### src/sv/lfs_pkg.sv
package lfs_pkg;

   localparam int PWM_MAX_DEF    = 1000;
   localparam int LOST_LIMIT_DEF = 60;

   // angles in 1/16 degree
   localparam int HALF_TURN   = 2880;
   localparam int FULL_TURN   = 5760;
   localparam int LINE_CENTER = 350;
   localparam int HELD_ERROR  = 250;
   localparam int YAW_GAIN    = 6;

   localparam int CSR_ADDR_W = 3;
   localparam int CSR_DATA_W = 15;

   typedef enum logic [CSR_ADDR_W-1:0] {
      CSR_BASE_SPEED      = 3'd0,
      CSR_PROP_GAIN       = 3'd1,
      CSR_DERIV_GAIN      = 3'd2,
      CSR_SEARCH_FRACTION = 3'd3,
      CSR_STEER_LIMIT     = 3'd4,
      CSR_SEARCH_SIDE     = 3'd5
   } csr_index_type;

   typedef enum logic [1:0] {
      PHASE_SEARCH  = 2'd0,
      PHASE_TRACK   = 2'd1,
      PHASE_RECOVER = 2'd2,
      PHASE_DONE    = 2'd3
   } phase_type;

   typedef struct packed {
      logic [9:0]         base_speed;
      logic [13:0]        prop_gain;
      logic signed [14:0] deriv_gain;
      logic [8:0]         search_fraction;
      logic [9:0]         steer_limit;
      logic signed [1:0]  search_side;
   } cfg_type;

   typedef struct packed {
      logic               opcode;
      logic signed [12:0] heading;
      logic               line_valid;
      logic [9:0]         line_pos;
   } req_item_type;

   // operands and control for the correction: corr = (opa*opb + opc*opd) / 2^shift
   typedef struct packed {
      logic      stop;
      phase_type phase;
      logic      shift8;
      logic      clamp;
   } corr_ctl_type;

   typedef struct packed {
      corr_ctl_type       ctl;
      logic signed [16:0] opa;
      logic signed [11:0] opb;
      logic signed [14:0] opc;
      logic signed [11:0] opd;
   } dec_type;

   typedef struct packed {
      corr_ctl_type       ctl;
      logic signed [28:0] p1;
      logic signed [26:0] p2;
   } prod_type;

   typedef struct packed {
      logic [9:0] left_speed;
      logic [9:0] right_speed;
      phase_type  phase;
      logic       segment_done;
   } rsp_item_type;

   function automatic logic [9:0] eff_base(input logic [9:0] base, input logic [16:0] pwm_max);
      eff_base = ({7'b0, base} > pwm_max) ? pwm_max[9:0] : base;
   endfunction

endpackage

### src/sv/line_follow_pd_steering_unit.sv
// Line-follower steering unit for a differential-drive robot.
// The req_ stream carries one control tick per item: the yaw sample, the line
// sensor position and its valid bit; req_tuser high begins a new segment and
// clears the tracking state. Each item yields exactly one rsp_ item with the
// left and right wheel PWM, the phase (search, tracking, yaw recovery, done)
// and the segment-done flag.
// Gains, base speed, search bias, steering limit and search side are set over
// the csr_ write port while the unit is idle; writes take effect at once.
// An item passes an input register, a decision stage that updates the
// tracking state, a multiplier stage and the result register. One item is
// taken every cycle unless the rsp_ side stalls. The rate is set by the
// decision stage, which reads and writes the tracking state for one item
// per cycle.
// A stalled rsp_ side fills the four stages; req_tready drops only once the
// result register holds an item nobody has taken, and no item is lost.
// Reset empties the pipeline, clears the tracking state and loads the default
// register values.
module line_follow_pd_steering_unit #(
   parameter int PWM_MAX    = lfs_pkg::PWM_MAX_DEF,
   parameter int LOST_LIMIT = lfs_pkg::LOST_LIMIT_DEF
) (
   input  logic                           clock,
   input  logic                           reset,
   input  logic                           req_tvalid,
   output logic                           req_tready,
   // heading[12:0], line_valid[13], line_pos[23:14]
   input  logic [23:0]                    req_tdata,
   // opcode
   input  logic                           req_tuser,
   output logic                           rsp_tvalid,
   input  logic                           rsp_tready,
   // left_speed[9:0], right_speed[19:10], phase[21:20], segment_done[22]
   output logic [23:0]                    rsp_tdata,
   input  logic                           csr_we,
   input  logic [lfs_pkg::CSR_ADDR_W-1:0] csr_addr,
   input  logic [lfs_pkg::CSR_DATA_W-1:0] csr_wdata
);
   import lfs_pkg::*;

   cfg_type      cfg_ff;
   req_item_type in_ff;
   logic         v0_ff, v1_ff, v2_ff, v3_ff;
   logic         ld0, ld1, ld2, ld3;
   dec_type      dec;
   prod_type     prod;
   rsp_item_type result;

   always_ff @(posedge clock) begin
      if (reset) begin
         cfg_ff.base_speed      <= 10'd650;
         cfg_ff.prop_gain       <= 14'd512;
         cfg_ff.deriv_gain      <= '0;
         cfg_ff.search_fraction <= 9'd128;
         cfg_ff.steer_limit     <= 10'd800;
         cfg_ff.search_side     <= '0;
      end else if (csr_we) begin
         case (csr_addr)
            CSR_BASE_SPEED:      cfg_ff.base_speed      <= csr_wdata[9:0];
            CSR_PROP_GAIN:       cfg_ff.prop_gain       <= csr_wdata[13:0];
            CSR_DERIV_GAIN:      cfg_ff.deriv_gain      <= csr_wdata[14:0];
            CSR_SEARCH_FRACTION: cfg_ff.search_fraction <= csr_wdata[8:0];
            CSR_STEER_LIMIT:     cfg_ff.steer_limit     <= csr_wdata[9:0];
            CSR_SEARCH_SIDE:     cfg_ff.search_side     <= csr_wdata[1:0];
            default: begin
            end
         endcase
      end
   end

   // each stage loads when empty or when the stage after it moves on
   assign ld3 = !v3_ff || rsp_tready;
   assign ld2 = !v2_ff || ld3;
   assign ld1 = !v1_ff || ld2;
   assign ld0 = !v0_ff || ld1;
   assign req_tready = ld0;

   always_ff @(posedge clock) begin
      if (reset) begin
         v0_ff <= 1'b0;
         v1_ff <= 1'b0;
         v2_ff <= 1'b0;
         v3_ff <= 1'b0;
      end else begin
         if (ld0) v0_ff <= req_tvalid;
         if (ld1) v1_ff <= v0_ff;
         if (ld2) v2_ff <= v1_ff;
         if (ld3) v3_ff <= v2_ff;
      end
   end

   always_ff @(posedge clock) begin
      if (ld0 && req_tvalid) begin
         in_ff.opcode     <= req_tuser;
         in_ff.heading    <= req_tdata[12:0];
         in_ff.line_valid <= req_tdata[13];
         in_ff.line_pos   <= req_tdata[23:14];
      end
   end

   lfs_decide #(
      .PWM_MAX    (PWM_MAX),
      .LOST_LIMIT (LOST_LIMIT)
   ) u_decide (
      .clock    (clock),
      .reset    (reset),
      .cfg      (cfg_ff),
      .in_valid (v0_ff),
      .in_item  (in_ff),
      .ld       (ld1),
      .dec      (dec)
   );

   lfs_mult u_mult (
      .clock (clock),
      .ld    (ld2 && v1_ff),
      .dec   (dec),
      .prod  (prod)
   );

   lfs_emit #(
      .PWM_MAX (PWM_MAX)
   ) u_emit (
      .clock  (clock),
      .ld     (ld3 && v2_ff),
      .cfg    (cfg_ff),
      .prod   (prod),
      .result (result)
   );

   assign rsp_tvalid = v3_ff;
   assign rsp_tdata  = {1'b0, result.segment_done, result.phase,
                        result.right_speed, result.left_speed};

   a_reset_empty: assert property (@(posedge clock) reset |=> !rsp_tvalid)
      else $error("result valid right after reset");

   a_stall_only_full: assert property (@(posedge clock) disable iff (reset)
      !req_tready |-> rsp_tvalid)
      else $error("input stalled with an empty result register");

   a_done_stops: assert property (@(posedge clock) disable iff (reset)
      rsp_tvalid && result.segment_done |->
         result.left_speed == '0 && result.right_speed == '0 && result.phase == PHASE_DONE)
      else $error("segment done without stopped motors");

endmodule

### src/sv/lfs_decide.sv
module lfs_decide #(
   parameter int PWM_MAX    = lfs_pkg::PWM_MAX_DEF,
   parameter int LOST_LIMIT = lfs_pkg::LOST_LIMIT_DEF
) (
   input  logic                 clock,
   input  logic                 reset,
   input  lfs_pkg::cfg_type     cfg,
   input  logic                 in_valid,
   input  lfs_pkg::req_item_type in_item,
   input  logic                 ld,
   output lfs_pkg::dec_type     dec
);
   import lfs_pkg::*;

   localparam int LostW = $clog2(LOST_LIMIT + 1);
   localparam logic [LostW-1:0] LostMax = LostW'(LOST_LIMIT);
   localparam logic [16:0] PwmMax = 17'(PWM_MAX);

   logic signed [12:0] prev_heading_ff, prev_heading_in;
   logic signed [15:0] turned_ff, turned_in;
   logic signed [10:0] prev_err_ff, prev_err_in;
   logic [LostW-1:0]   lost_ff, lost_in;
   logic               seen_ff, seen_in;
   dec_type            dec_ff, dec_in;

   logic signed [13:0] step;
   logic signed [16:0] turn_sum;
   logic signed [16:0] yaw_err;
   logic signed [10:0] line_err;
   logic [8:0]         frac_eff;
   logic               take;

   assign take = ld && in_valid;

   always_comb begin
      prev_heading_in = prev_heading_ff;
      turned_in       = turned_ff;
      prev_err_in     = prev_err_ff;
      lost_in         = lost_ff;
      seen_in         = seen_ff;
      dec_in          = '0;
      dec_in.ctl.phase = PHASE_SEARCH;

      // heading step wrapped once into about half a turn
      step = {in_item.heading[12], in_item.heading} - {prev_heading_ff[12], prev_heading_ff};
      if (step > HALF_TURN) begin
         step = step - 14'(FULL_TURN);
      end
      if (step < -HALF_TURN) begin
         step = step + 14'(FULL_TURN);
      end
      turn_sum = {turned_ff[15], turned_ff} + {{3{step[13]}}, step};

      frac_eff = (cfg.search_fraction > 9'd256) ? 9'd256 : cfg.search_fraction;
      yaw_err  = '0;
      line_err = '0;

      if (in_item.opcode) begin
         prev_heading_in = in_item.heading;
         turned_in       = '0;
         prev_err_in     = '0;
         lost_in         = '0;
         seen_in         = 1'b0;
         dec_in.ctl.stop = 1'b1;
      end else begin
         prev_heading_in = in_item.heading;
         if (turn_sum > 17'sd32767) begin
            turned_in = 16'sh7fff;
         end else if (turn_sum < -17'sd32768) begin
            turned_in = 16'sh8000;
         end else begin
            turned_in = turn_sum[15:0];
         end

         if (seen_ff && !in_item.line_valid) begin
            dec_in.ctl.stop  = 1'b1;
            dec_in.ctl.phase = PHASE_DONE;
         end else begin
            seen_in = seen_ff | in_item.line_valid;
            if (!seen_in && cfg.search_side != 2'sd0) begin
               dec_in.ctl.phase  = PHASE_SEARCH;
               dec_in.ctl.shift8 = 1'b1;
               dec_in.opa = {7'b0, eff_base(cfg.base_speed, PwmMax)};
               dec_in.opb = cfg.search_side[1] ? -{3'b0, frac_eff} : {3'b0, frac_eff};
            end else begin
               if (!in_item.line_valid) begin
                  if (lost_ff < LostMax) begin
                     lost_in = lost_ff + 1'b1;
                  end
               end else begin
                  lost_in = '0;
               end

               if (lost_in >= LostMax) begin
                  // aim at half a turn of accumulated rotation
                  yaw_err = (turned_in > 16'sd0) ?
                            ({turned_in[15], turned_in} - 17'(HALF_TURN)) :
                            ({turned_in[15], turned_in} + 17'(HALF_TURN));
                  if (yaw_err > HALF_TURN) begin
                     yaw_err = yaw_err - 17'(FULL_TURN);
                  end
                  if (yaw_err < -HALF_TURN) begin
                     yaw_err = yaw_err + 17'(FULL_TURN);
                  end
                  dec_in.ctl.phase = PHASE_RECOVER;
                  dec_in.ctl.clamp = 1'b1;
                  dec_in.opa = yaw_err;
                  dec_in.opb = 12'(YAW_GAIN);
               end else begin
                  if (in_item.line_valid) begin
                     line_err = $signed({1'b0, in_item.line_pos}) - 11'(LINE_CENTER);
                  end else begin
                     line_err = prev_err_ff[10] ? -11'(HELD_ERROR) : 11'(HELD_ERROR);
                  end
                  prev_err_in = line_err;
                  dec_in.ctl.phase  = PHASE_TRACK;
                  dec_in.ctl.shift8 = 1'b1;
                  dec_in.ctl.clamp  = 1'b1;
                  dec_in.opa = {3'b0, cfg.prop_gain};
                  dec_in.opb = {line_err[10], line_err};
                  dec_in.opc = cfg.deriv_gain;
                  dec_in.opd = {line_err[10], line_err} - {prev_err_ff[10], prev_err_ff};
               end
            end
         end
      end
   end

   always_ff @(posedge clock) begin
      if (reset) begin
         prev_heading_ff <= '0;
         turned_ff       <= '0;
         prev_err_ff     <= '0;
         lost_ff         <= '0;
         seen_ff         <= 1'b0;
      end else if (take) begin
         prev_heading_ff <= prev_heading_in;
         turned_ff       <= turned_in;
         prev_err_ff     <= prev_err_in;
         lost_ff         <= lost_in;
         seen_ff         <= seen_in;
      end
   end

   always_ff @(posedge clock) begin
      if (take) begin
         dec_ff <= dec_in;
      end
   end

   assign dec = dec_ff;

   a_lost_bounded: assert property (@(posedge clock) disable iff (reset) lost_ff <= LostMax)
      else $error("lost tick count beyond limit");

   a_begin_clears: assert property (@(posedge clock) disable iff (reset)
      take && in_item.opcode |=> turned_ff == '0 && lost_ff == '0 && !seen_ff
         && prev_err_ff == '0)
      else $error("segment begin did not clear state");

endmodule

### src/sv/lfs_mult.sv
module lfs_mult (
   input  logic             clock,
   input  logic             ld,
   input  lfs_pkg::dec_type dec,
   output lfs_pkg::prod_type prod
);
   import lfs_pkg::*;

   prod_type prod_ff, prod_in;

   always_comb begin
      prod_in.ctl = dec.ctl;
      // operands sign extended to the product width, low bits of the product kept
      prod_in.p1  = {{12{dec.opa[16]}}, dec.opa} * {{17{dec.opb[11]}}, dec.opb};
      prod_in.p2  = {{12{dec.opc[14]}}, dec.opc} * {{15{dec.opd[11]}}, dec.opd};
   end

   always_ff @(posedge clock) begin
      if (ld) begin
         prod_ff <= prod_in;
      end
   end

   assign prod = prod_ff;

endmodule

### src/sv/lfs_emit.sv
module lfs_emit #(
   parameter int PWM_MAX = lfs_pkg::PWM_MAX_DEF
) (
   input  logic                  clock,
   input  logic                  ld,
   input  lfs_pkg::cfg_type      cfg,
   input  lfs_pkg::prod_type     prod,
   output lfs_pkg::rsp_item_type result
);
   import lfs_pkg::*;

   localparam logic [16:0] PwmMax = 17'(PWM_MAX);

   rsp_item_type       res_ff, res_in;
   logic signed [29:0] acc, acc_rnd, quot, lim;
   logic signed [11:0] corr;
   logic signed [12:0] sum_l, sum_r;
   logic [9:0]         base;

   function automatic logic [9:0] clamp_pwm(input logic signed [12:0] v, input logic [16:0] pmax);
      if (v[12]) begin
         clamp_pwm = '0;
      end else if ({5'b0, v[11:0]} > pmax) begin
         clamp_pwm = pmax[9:0];
      end else begin
         clamp_pwm = v[9:0];
      end
   endfunction

   always_comb begin
      base = eff_base(cfg.base_speed, PwmMax);
      acc  = {prod.p1[28], prod.p1} + {{3{prod.p2[26]}}, prod.p2};
      // bias negative values so the shift truncates toward zero
      acc_rnd = acc;
      if (acc[29]) begin
         acc_rnd = prod.ctl.shift8 ? (acc + 30'sd255) : (acc + 30'sd15);
      end
      quot = prod.ctl.shift8 ? (acc_rnd >>> 8) : (acc_rnd >>> 4);
      lim  = $signed({20'b0, cfg.steer_limit});
      if (prod.ctl.clamp && quot > lim) begin
         quot = lim;
      end else if (prod.ctl.clamp && quot < -lim) begin
         quot = -lim;
      end
      corr  = quot[11:0];
      sum_l = $signed({3'b0, base}) + {corr[11], corr};
      sum_r = $signed({3'b0, base}) - {corr[11], corr};

      res_in.phase        = prod.ctl.phase;
      res_in.segment_done = (prod.ctl.phase == PHASE_DONE);
      if (prod.ctl.stop) begin
         res_in.left_speed  = '0;
         res_in.right_speed = '0;
      end else begin
         res_in.left_speed  = clamp_pwm(sum_l, PwmMax);
         res_in.right_speed = clamp_pwm(sum_r, PwmMax);
      end
   end

   always_ff @(posedge clock) begin
      if (ld) begin
         res_ff <= res_in;
      end
   end

   assign result = res_ff;

endmodule

### config.mk
export PLATFORM = sky130hd
export DESIGN_NAME = line_follow_pd_steering_unit
export DESIGN_NICKNAME = d
export VERILOG_FILES = /design/src/sv/lfs_pkg.sv /design/src/sv/line_follow_pd_steering_unit.sv /design/src/sv/lfs_decide.sv /design/src/sv/lfs_mult.sv /design/src/sv/lfs_emit.sv
export SDC_FILE = /design/constraint.sdc
export NUM_CORES = 2
export LEC_CHECK = 0
export ABC_AREA = 1
export BUFFER_PORTS_ARGS = -buffer_cell sky130_fd_sc_hd__buf_2
export CAP_MARGIN = 20
export CELL_PAD_IN_SITES_DETAIL_PLACEMENT = 1
export CELL_PAD_IN_SITES_GLOBAL_PLACEMENT = 2
export CORE_ASPECT_RATIO = 1.1
export CORE_MARGIN = 10
export CORE_UTILIZATION = 40
export CTS_CLUSTER_SIZE = 24
export DETAILED_ROUTE_END_ITERATION = 6
export PLACE_DENSITY_LB_ADDON = 0.1
export SYNTH_ARGS = -nofsm -noshare
export SYNTH_HDL_FRONTEND = slang
export SYNTH_SLANG_ARGS = --single-unit
export TNS_END_PERCENT = 20
### constraint.sdc
create_clock -name clock -period 10.5 [get_ports clock]
set_input_delay 2.1 -clock clock [delete_from_list [all_inputs] [get_ports clock]]
set_output_delay 2.1 -clock clock [all_outputs]
set_load 0.05 [all_outputs]
# Word-level counts from Yosys, hierarchy flattened
# Cells that the tools add are included.
[totals] out_inout_bits=26 register_bits=281 word_cells=174
[op_classes] addsub=18 n_eq_ne=9 bitwise=2 reduce_logical=37 muxes=50 n_mul=2 magnitude_cmp=15
[ops] cell="17-bit 2-to-1 mux" count=7
[ops] cell="11-bit 2-to-1 mux" count=10
[ops] cell="16-bit 2-to-1 mux" count=4
[ops] cell="30-bit 2-to-1 mux" count=2
[ops] cell="6-bit 2-to-1 mux" count=8
[ops] cell="12-bit 2-to-1 mux" count=3
[ops] cell="29-bit by 27-bit adder with 30-bit output" count=1
[ops] cell="30-bit by 5-bit adder with 30-bit output, second input constant" count=1
[ops] cell="30-bit by 9-bit adder with 30-bit output, second input constant" count=1
[ops] cell="26-bit by 30-bit < comparator with 1-bit output" count=1
[ops] cell="10-bit 2-to-1 mux" count=3
[ops] cell="10-bit negator with 30-bit output" count=1
[ops] cell="17-bit by 12-bit multiplier with 29-bit output" count=1
[ops] cell="14-bit 2-to-1 mux" count=2
[ops] cell="15-bit by 12-bit multiplier with 27-bit output" count=1
[ops] cell="26-bit by 11-bit > comparator with 1-bit output" count=1
[ops] cell="26-bit 2-to-1 mux" count=1
[ops] cell="25-bit 2-to-1 mux" count=1
[ops] cell="12-bit by 10-bit > comparator with 1-bit output, second input constant" count=2
[ops] cell="22-bit 2-to-1 mux" count=1
[ops] cell="16-bit by 13-bit adder with 17-bit output, second input constant" count=1
[ops] cell="16-bit by 14-bit adder with 17-bit output" count=1
[ops] cell="17-bit by 14-bit adder with 17-bit output, second input constant" count=1
[ops] cell="17-bit by 13-bit > comparator with 1-bit output, second input constant" count=1
[ops] cell="other kinds (43)" count=77

# Depth between registers and ports, before layout
[depth] depth_word=22 mapped_depth=79 mapped_depth_nobuf=79

# Modules after synthesis
# From an unflattened synthesis, not the netlist that was laid out.
[hier_totals] hier_cells=5000 area_unflattened_um2=35938.2
[modules_own_cells] mod="lfs_mult" area_per_inst_um2=17146.4 cells_per_inst=2192 seq_area_each_um2=1831.8 instances=1
[modules_own_cells] mod="lfs_decide" area_per_inst_um2=8687.1 cells_per_inst=1254 seq_area_each_um2=2772.7 instances=1
[modules_own_cells] mod="lfs_emit" area_per_inst_um2=6819.0 cells_per_inst=1181 seq_area_each_um2=690.7 instances=1
[modules_own_cells] mod="line_follow_pd_steering_unit" area_per_inst_um2=3285.7 cells_per_inst=373 seq_area_each_um2=2031.9 instances=1

# Worst setup path before layout
# OpenSTA, ideal clock, no wires.
[synth_timing] path_type="reg-to-reg" from="reg in_ff[11] (netlist bit)" to="reg u_decide.dec_ff (netlist bit u_decide.dec[46]) (data pin)" period_less_slack_ps=8868 path_stages_with_launch=73 slack_ps=1632 t_required_ps=10244 setup_ps=256 arrival_time_ps=8612 cell_sequence="edfxtp_1 inv_1 ha_1 fa_1 inv_1 a31oi_1 o21ai_0 nand2_1 nand2_1 nand2_1 nand2_1 nand2_1 nand2_1 a21oi_1 xor2_1 nor2_1 o211ai_1 nand3_2 [... 37 more ...] nand3_1 nor2_1 nand3_1 nand3_4 nand2_4 nand2_8 xor2_4 inv_1 ha_1 nand2_1 nand3_2 nand2_2 nand2_2 nand3_4 nand2_8 xor2_2 nand2_1 nand2_1"
[synth_between] elab_chain_len=22 elab_cells_between_ends=29 classes_between="add/sub: 8; order compare: 7; mux: 14"
[synth_lines] element="start: declaration" line="line_follow_pd_steering_unit.sv:41" rtl="req_item_type in_ff;"
[synth_lines] element="13-bit by 13-bit subtractor with 14-bit output *" line="lfs_decide.sv:45" rtl="step = {in_item.heading[12], in_item.heading} - {prev_heading_ff[12], prev_heading_ff};"
[synth_lines] element="14-bit subtractor or 14-bit by 13-bit > comparator with 1-bit output (tied branches)" line="lfs_decide.sv:47, lfs_decide.sv:46"
[synth_lines] element="14-bit 2-to-1 mux *" line="lfs_decide.sv:46" rtl="if (step > HALF_TURN) begin"
[synth_lines] element="14-bit adder or 14-bit by 13-bit < comparator with 1-bit output (tied branches)" line="lfs_decide.sv:50, lfs_decide.sv:49"
[synth_lines] element="14-bit 2-to-1 mux *" line="lfs_decide.sv:49" rtl="if (step < -HALF_TURN) begin"
[synth_lines] element="16-bit by 14-bit adder with 17-bit output *" line="lfs_decide.sv:52" rtl="turn_sum = {turned_ff[15], turned_ff} + {{3{step[13]}}, step};"
[synth_lines] element="17-bit by 16-bit < comparator with 1-bit output" line="lfs_decide.sv:69" rtl="end else if (turn_sum < -17'sd32768) begin"
[synth_lines] element="16-bit 2-to-1 mux" line="lfs_decide.sv:69"
[synth_lines] element="[... 6 more ...]"
[synth_lines] element="17-bit 2-to-1 mux *" line="lfs_decide.sv:94" rtl="if (lost_in >= LostMax) begin"
[synth_lines] element="17-bit 2-to-1 mux *" line="lfs_decide.sv:80" rtl="if (!seen_in && cfg.search_side != 2'sd0) begin"
[synth_lines] element="17-bit 2-to-1 mux *" line="lfs_decide.sv:75" rtl="if (seen_ff && !in_item.line_valid) begin"
[synth_lines] element="17-bit 2-to-1 mux *" line="lfs_decide.sv:58" rtl="if (in_item.opcode) begin"
[synth_lines] element="17-bit by 14-bit adder with 17-bit output or 17-bit by 13-bit < comparator with 1-bit output (tied branches)" line="lfs_decide.sv:103, lfs_decide.sv:102"
[synth_lines] element="17-bit 2-to-1 mux *" line="lfs_decide.sv:102" rtl="if (yaw_err < -HALF_TURN) begin"
[synth_lines] element="26-bit 2-to-1 mux *" line="lfs_decide.sv:94"
[synth_lines] element="22-bit 2-to-1 mux *" line="lfs_decide.sv:80"
[synth_lines] element="end signal: assignment" line="lfs_decide.sv:147" rtl="dec_ff <= dec_in;"
[synth_lines] element="end: declaration" line="lfs_decide.sv:24" rtl="dec_type dec_ff, dec_in;"
# Mark *: on every way between the ends. The rest lies on a longest branch, timed or not. The select of a mux whose other input is x is not followed.
# A chain may end at the register's enable or synchronous reset.

# Worst setup path in the final report
[layout_timing] from="reg in_ff[11] (netlist bit)" to="reg u_decide.dec_ff (netlist bit u_decide.dec[53]) (data pin)"
[layout_between] elab_chain_len=20 elab_cells_between_ends=27 classes_between="add/sub: 8; order compare: 7; mux: 12"
[layout_lines] element="13-bit by 13-bit subtractor with 14-bit output *" line="lfs_decide.sv:45"
[layout_lines] element="14-bit subtractor or 14-bit by 13-bit > comparator with 1-bit output (tied branches)" line="lfs_decide.sv:47, lfs_decide.sv:46"
[layout_lines] element="14-bit 2-to-1 mux *" line="lfs_decide.sv:46"
[layout_lines] element="14-bit adder or 14-bit by 13-bit < comparator with 1-bit output (tied branches)" line="lfs_decide.sv:50, lfs_decide.sv:49"
[layout_lines] element="14-bit 2-to-1 mux *" line="lfs_decide.sv:49"
[layout_lines] element="16-bit by 14-bit adder with 17-bit output *" line="lfs_decide.sv:52"
[layout_lines] element="17-bit by 16-bit < comparator with 1-bit output" line="lfs_decide.sv:69"
[layout_lines] element="16-bit 2-to-1 mux" line="lfs_decide.sv:69"
[layout_lines] element="[... 4 more ...]"
[layout_lines] element="17-bit by 14-bit subtractor with 17-bit output or 17-bit by 13-bit > comparator with 1-bit output (tied branches)" line="lfs_decide.sv:100, lfs_decide.sv:99"
[layout_lines] element="17-bit 2-to-1 mux *" line="lfs_decide.sv:99" rtl="if (yaw_err > HALF_TURN) begin"
[layout_lines] element="17-bit 2-to-1 mux *" line="lfs_decide.sv:94"
[layout_lines] element="17-bit 2-to-1 mux *" line="lfs_decide.sv:80"
[layout_lines] element="17-bit 2-to-1 mux *" line="lfs_decide.sv:75"
[layout_lines] element="17-bit 2-to-1 mux *" line="lfs_decide.sv:58"
[layout_lines] element="17-bit by 14-bit adder with 17-bit output or 17-bit by 13-bit < comparator with 1-bit output (tied branches)" line="lfs_decide.sv:103, lfs_decide.sv:102"
[layout_lines] element="17-bit 2-to-1 mux *" line="lfs_decide.sv:102"
# Marked as above.

==> summary.md <==
| Metric | Value |
|---|---|
| Outcome | finished, final reports clean |
| F_max | 104.5 MHz |
| Initial antenna violation count | 2 |
| Share of cells above drive strength 1 | 8.285% |
| First-pass GRT wire length | 157400 um |
| Port bufs | 72 |
| Max Cap Viol | 0 |
| Relative slew slack | 36.87% |
| Register area share after synthesis | 22.00% |
| Die Width | 295.1 um |
| Yosys warnings | 0 |
| Total grt overflow | 0 |
| Crit-path leading delay family | simple AND/OR/NAND/NOR gates |
| Die area | 95220 um2 |
| CP Capture Type | flip-flop |
| Clk_lat worst skew | 0.58 ns |
| I/O Pins | 74 |
| GRT Total Usage | 20.92% |
| Final hold vios | 0 |
| Actual slew at the worst max-slew pin | 0.9470 ns |
| Clock tree buffer depth | 3 |
| Area of the core | 82170 um2 |
| TritonCTS clock tree | done |
| Remaining DRCs | 0 |
| Synth Instances | 4235 |
| Number of flops mapped to enable cells by yosys | 170 |
| Setup TNS Final | 0 ns |
| Required time of the critical path | 10.83 ns |
| Yosys top cell by area | fa_1 |
| CTS clk-pin slew, worst paths | 0.06 ns |
| Ys async rst share | 0% |
| Vias in the first global route | 28829 |
| Slowest stage cell, crit path | fa_1 |
| Post-Place Cells | 5271 |
| Detailed-route vias per instance | 4.980 |
| Fin crit period | 9.567 ns |
| Num Clock Sinks | 281 |
| Finished Layout Cells | 5350 |
| CTS Buf Count | 36 |
| Final worst-path cycle share | 91.12% |
| Syn avg cell area | 7.864 um2 |
| Vias | 26644 |
| Die height | 322.6 um |
| Most frequent cells in the layout | 983 x nand2_1, 880 x inv_1, 363 x fa_1 |
| Pre-antenna DRT Iters | 6 |
| Final worst slack | 0.9326 ns |
| CP max FO | 12 |
| Nets@finish | 4943 |
| Largest net degree at the start of global routing | 74 |
| Avg WL per Cell | 18.27 um |
| DP HPWL | 81430 um |
| Syn Std Cell Area | 33310 um2 |
| Antenna Nets Post-Route | 0 |
| Root Buffer | clkbuf_16 |
| # setup viols final | 0 |
| Area growth from synthesis to layout | 8.182% |
| Post-synth top area share | 21.82% |
| Area contributors post-synth | fa_1 22%, edfxtp_1 15%, nand2_1 11%, ha_1 10%, inv_1 10% |
| Placement Rows | 110 |
| Post-synth cell types | 71 |
| Critical Path AT | 9.89 ns |
| Worst Skew | 0.02442 ns |
| CP Class | flip-flop to flip-flop |
| Max Slew Vio Count | 0 |
| Crit-path max cell delay | 0.40 ns |
| Yosys reg bits | 281 |
| WP buf/inv | 10 |
| Commonest non-fill, non-tap cell in the layout | nand2_1 |
| Top cell by count, worst path | nand2_1 |
| Worst setup slack after placement | 0.3728 ns |
| Fill count | 10046 |
| Initial DRC Count | 1208 |
| WL final | 97760 um |
| Syn_nets | 4921 |
| Routability cong. | 0.8489 |
| Critical path launch point type | flip-flop |
| H-tree depth | 2 |
| Initial Util | 40.53% |
| Min-delay worst type | flip-flop to flip-flop |
| Main synth FF type | edfxtp_1 |
==> sequential cells by signal, indices dropped and copies added, names as in the netlist <==
signal and flops:
u_decide.dec 61, v2_ff 1, v1_ff 1, v0_ff 1
u_decide.turned_ff 16, u_decide.lost_ff 6, in_ff 25, u_decide.prev_err_ff 11
cfg_ff 60, u_emit.result 23, u_decide.prev_heading_ff 13, u_decide.seen_ff 1
rsp_tvalid 1, u_mult.prod 61
==> worst paths after layout <==
kind | endpoint | cells past startpoint | slack [ns] | from
worst max-delay path | u_decide.dec[53]$_SDFFCE_PP0P_ | 74 | 0.93 | in_ff[11]$_DFFE_PP_
worst min register to register | u_mult.prod[58]$_DFFE_PP_ | 0 | 0.44 | u_decide.dec[58]$_SDFFCE_PP0P_
worst max register to register | u_decide.dec[53]$_SDFFCE_PP0P_ | 74 | 0.93 | in_ff[11]$_DFFE_PP_
worst min-delay path | u_mult.prod[58]$_DFFE_PP_ | 0 | 0.44 | u_decide.dec[58]$_SDFFCE_PP0P_
==> through the flow <==
step	hold slack (ns)	instance area [um2]	util (%)
floorplan	0.4003	33310	-
global placement	0.4033	34670	42.19
detailed placement	0.4138	34670	42.19
CTS	0.4427	35800	43.57
global route	0.4421	36030	43.85
finish	0.4404	36030	43.85
==> cell families (layout without fill, tap and decap cells) <==
kind of cell    count (synthesis)  after routing  share of synthesized area (%)
buf+inv                      1022           1071                          11.67
other cells                     1              2                        0.01126
xor+xnor                      145            145                          4.027
fa+ha+maj                     638            638                          32.15
simple gates                 1614           1615                          21.09
mux                             1              1                        0.03005
compound gates                533            533                          9.020
flops                         281            281                          22.00
==> final cells by class <==
| class | count | area, um2 | area share [%] |
|---|---|---|---|
| Antenna cell | 1 | 2.502 | 0.006945 |
| Clock buffer | 47 | 962.2 | 2.670 |
| Inverter | 900 | 3388 | 9.404 |
| Tap cell | 1064 | 1331 | 3.695 |
| Multi-Input combinational cell | 2933 | 22240 | 61.73 |
| Sequential cell | 281 | 7327 | 20.34 |
| Clock inverter | 19 | 170.2 | 0.4723 |
| Timing Repair Buffer | 105 | 608.1 | 1.688 |
==> what timing repair did <==
action	CTS	global route
buffers inserted	0	11
gates resized for setup	0	34
hold buffers	0	0
endpoints found under the setup margin	0	10
==> cell usage after synthesis (9+ instances only) <==
cell / instances
ha_1: 275
dfxtp_1: 111
a31oi_1: 9
inv_2: 11
clkbuf_1: 112
nor2_2: 18
nand3_1: 163
a21oi_1: 248
o21ai_0: 164
nor2_1: 243
or2_2: 32
o211ai_1: 21
a21o_1: 9
xor2_1: 102
xnor2_1: 35
edfxtp_1: 170
o21bai_1: 20
nand4_1: 28
nand3_2: 12
o21ai_1: 12
nor3_1: 35
nand2_2: 44
fa_1: 363
inv_1: 883
nand2_1: 986
nand2_4: 10
==> per-layer routing <==
metal	part of all wire, %	track usage, %	wire length [um]
met1	44	25.78	43230
met2	50	37.46	48400
met3	2.8	2.584	2737
met4	3.4	6.738	3372
met5	0.013	0	13
Power is not shown: default switching activity piles up to over one toggle a cycle in this logic, so the estimate is an artifact.
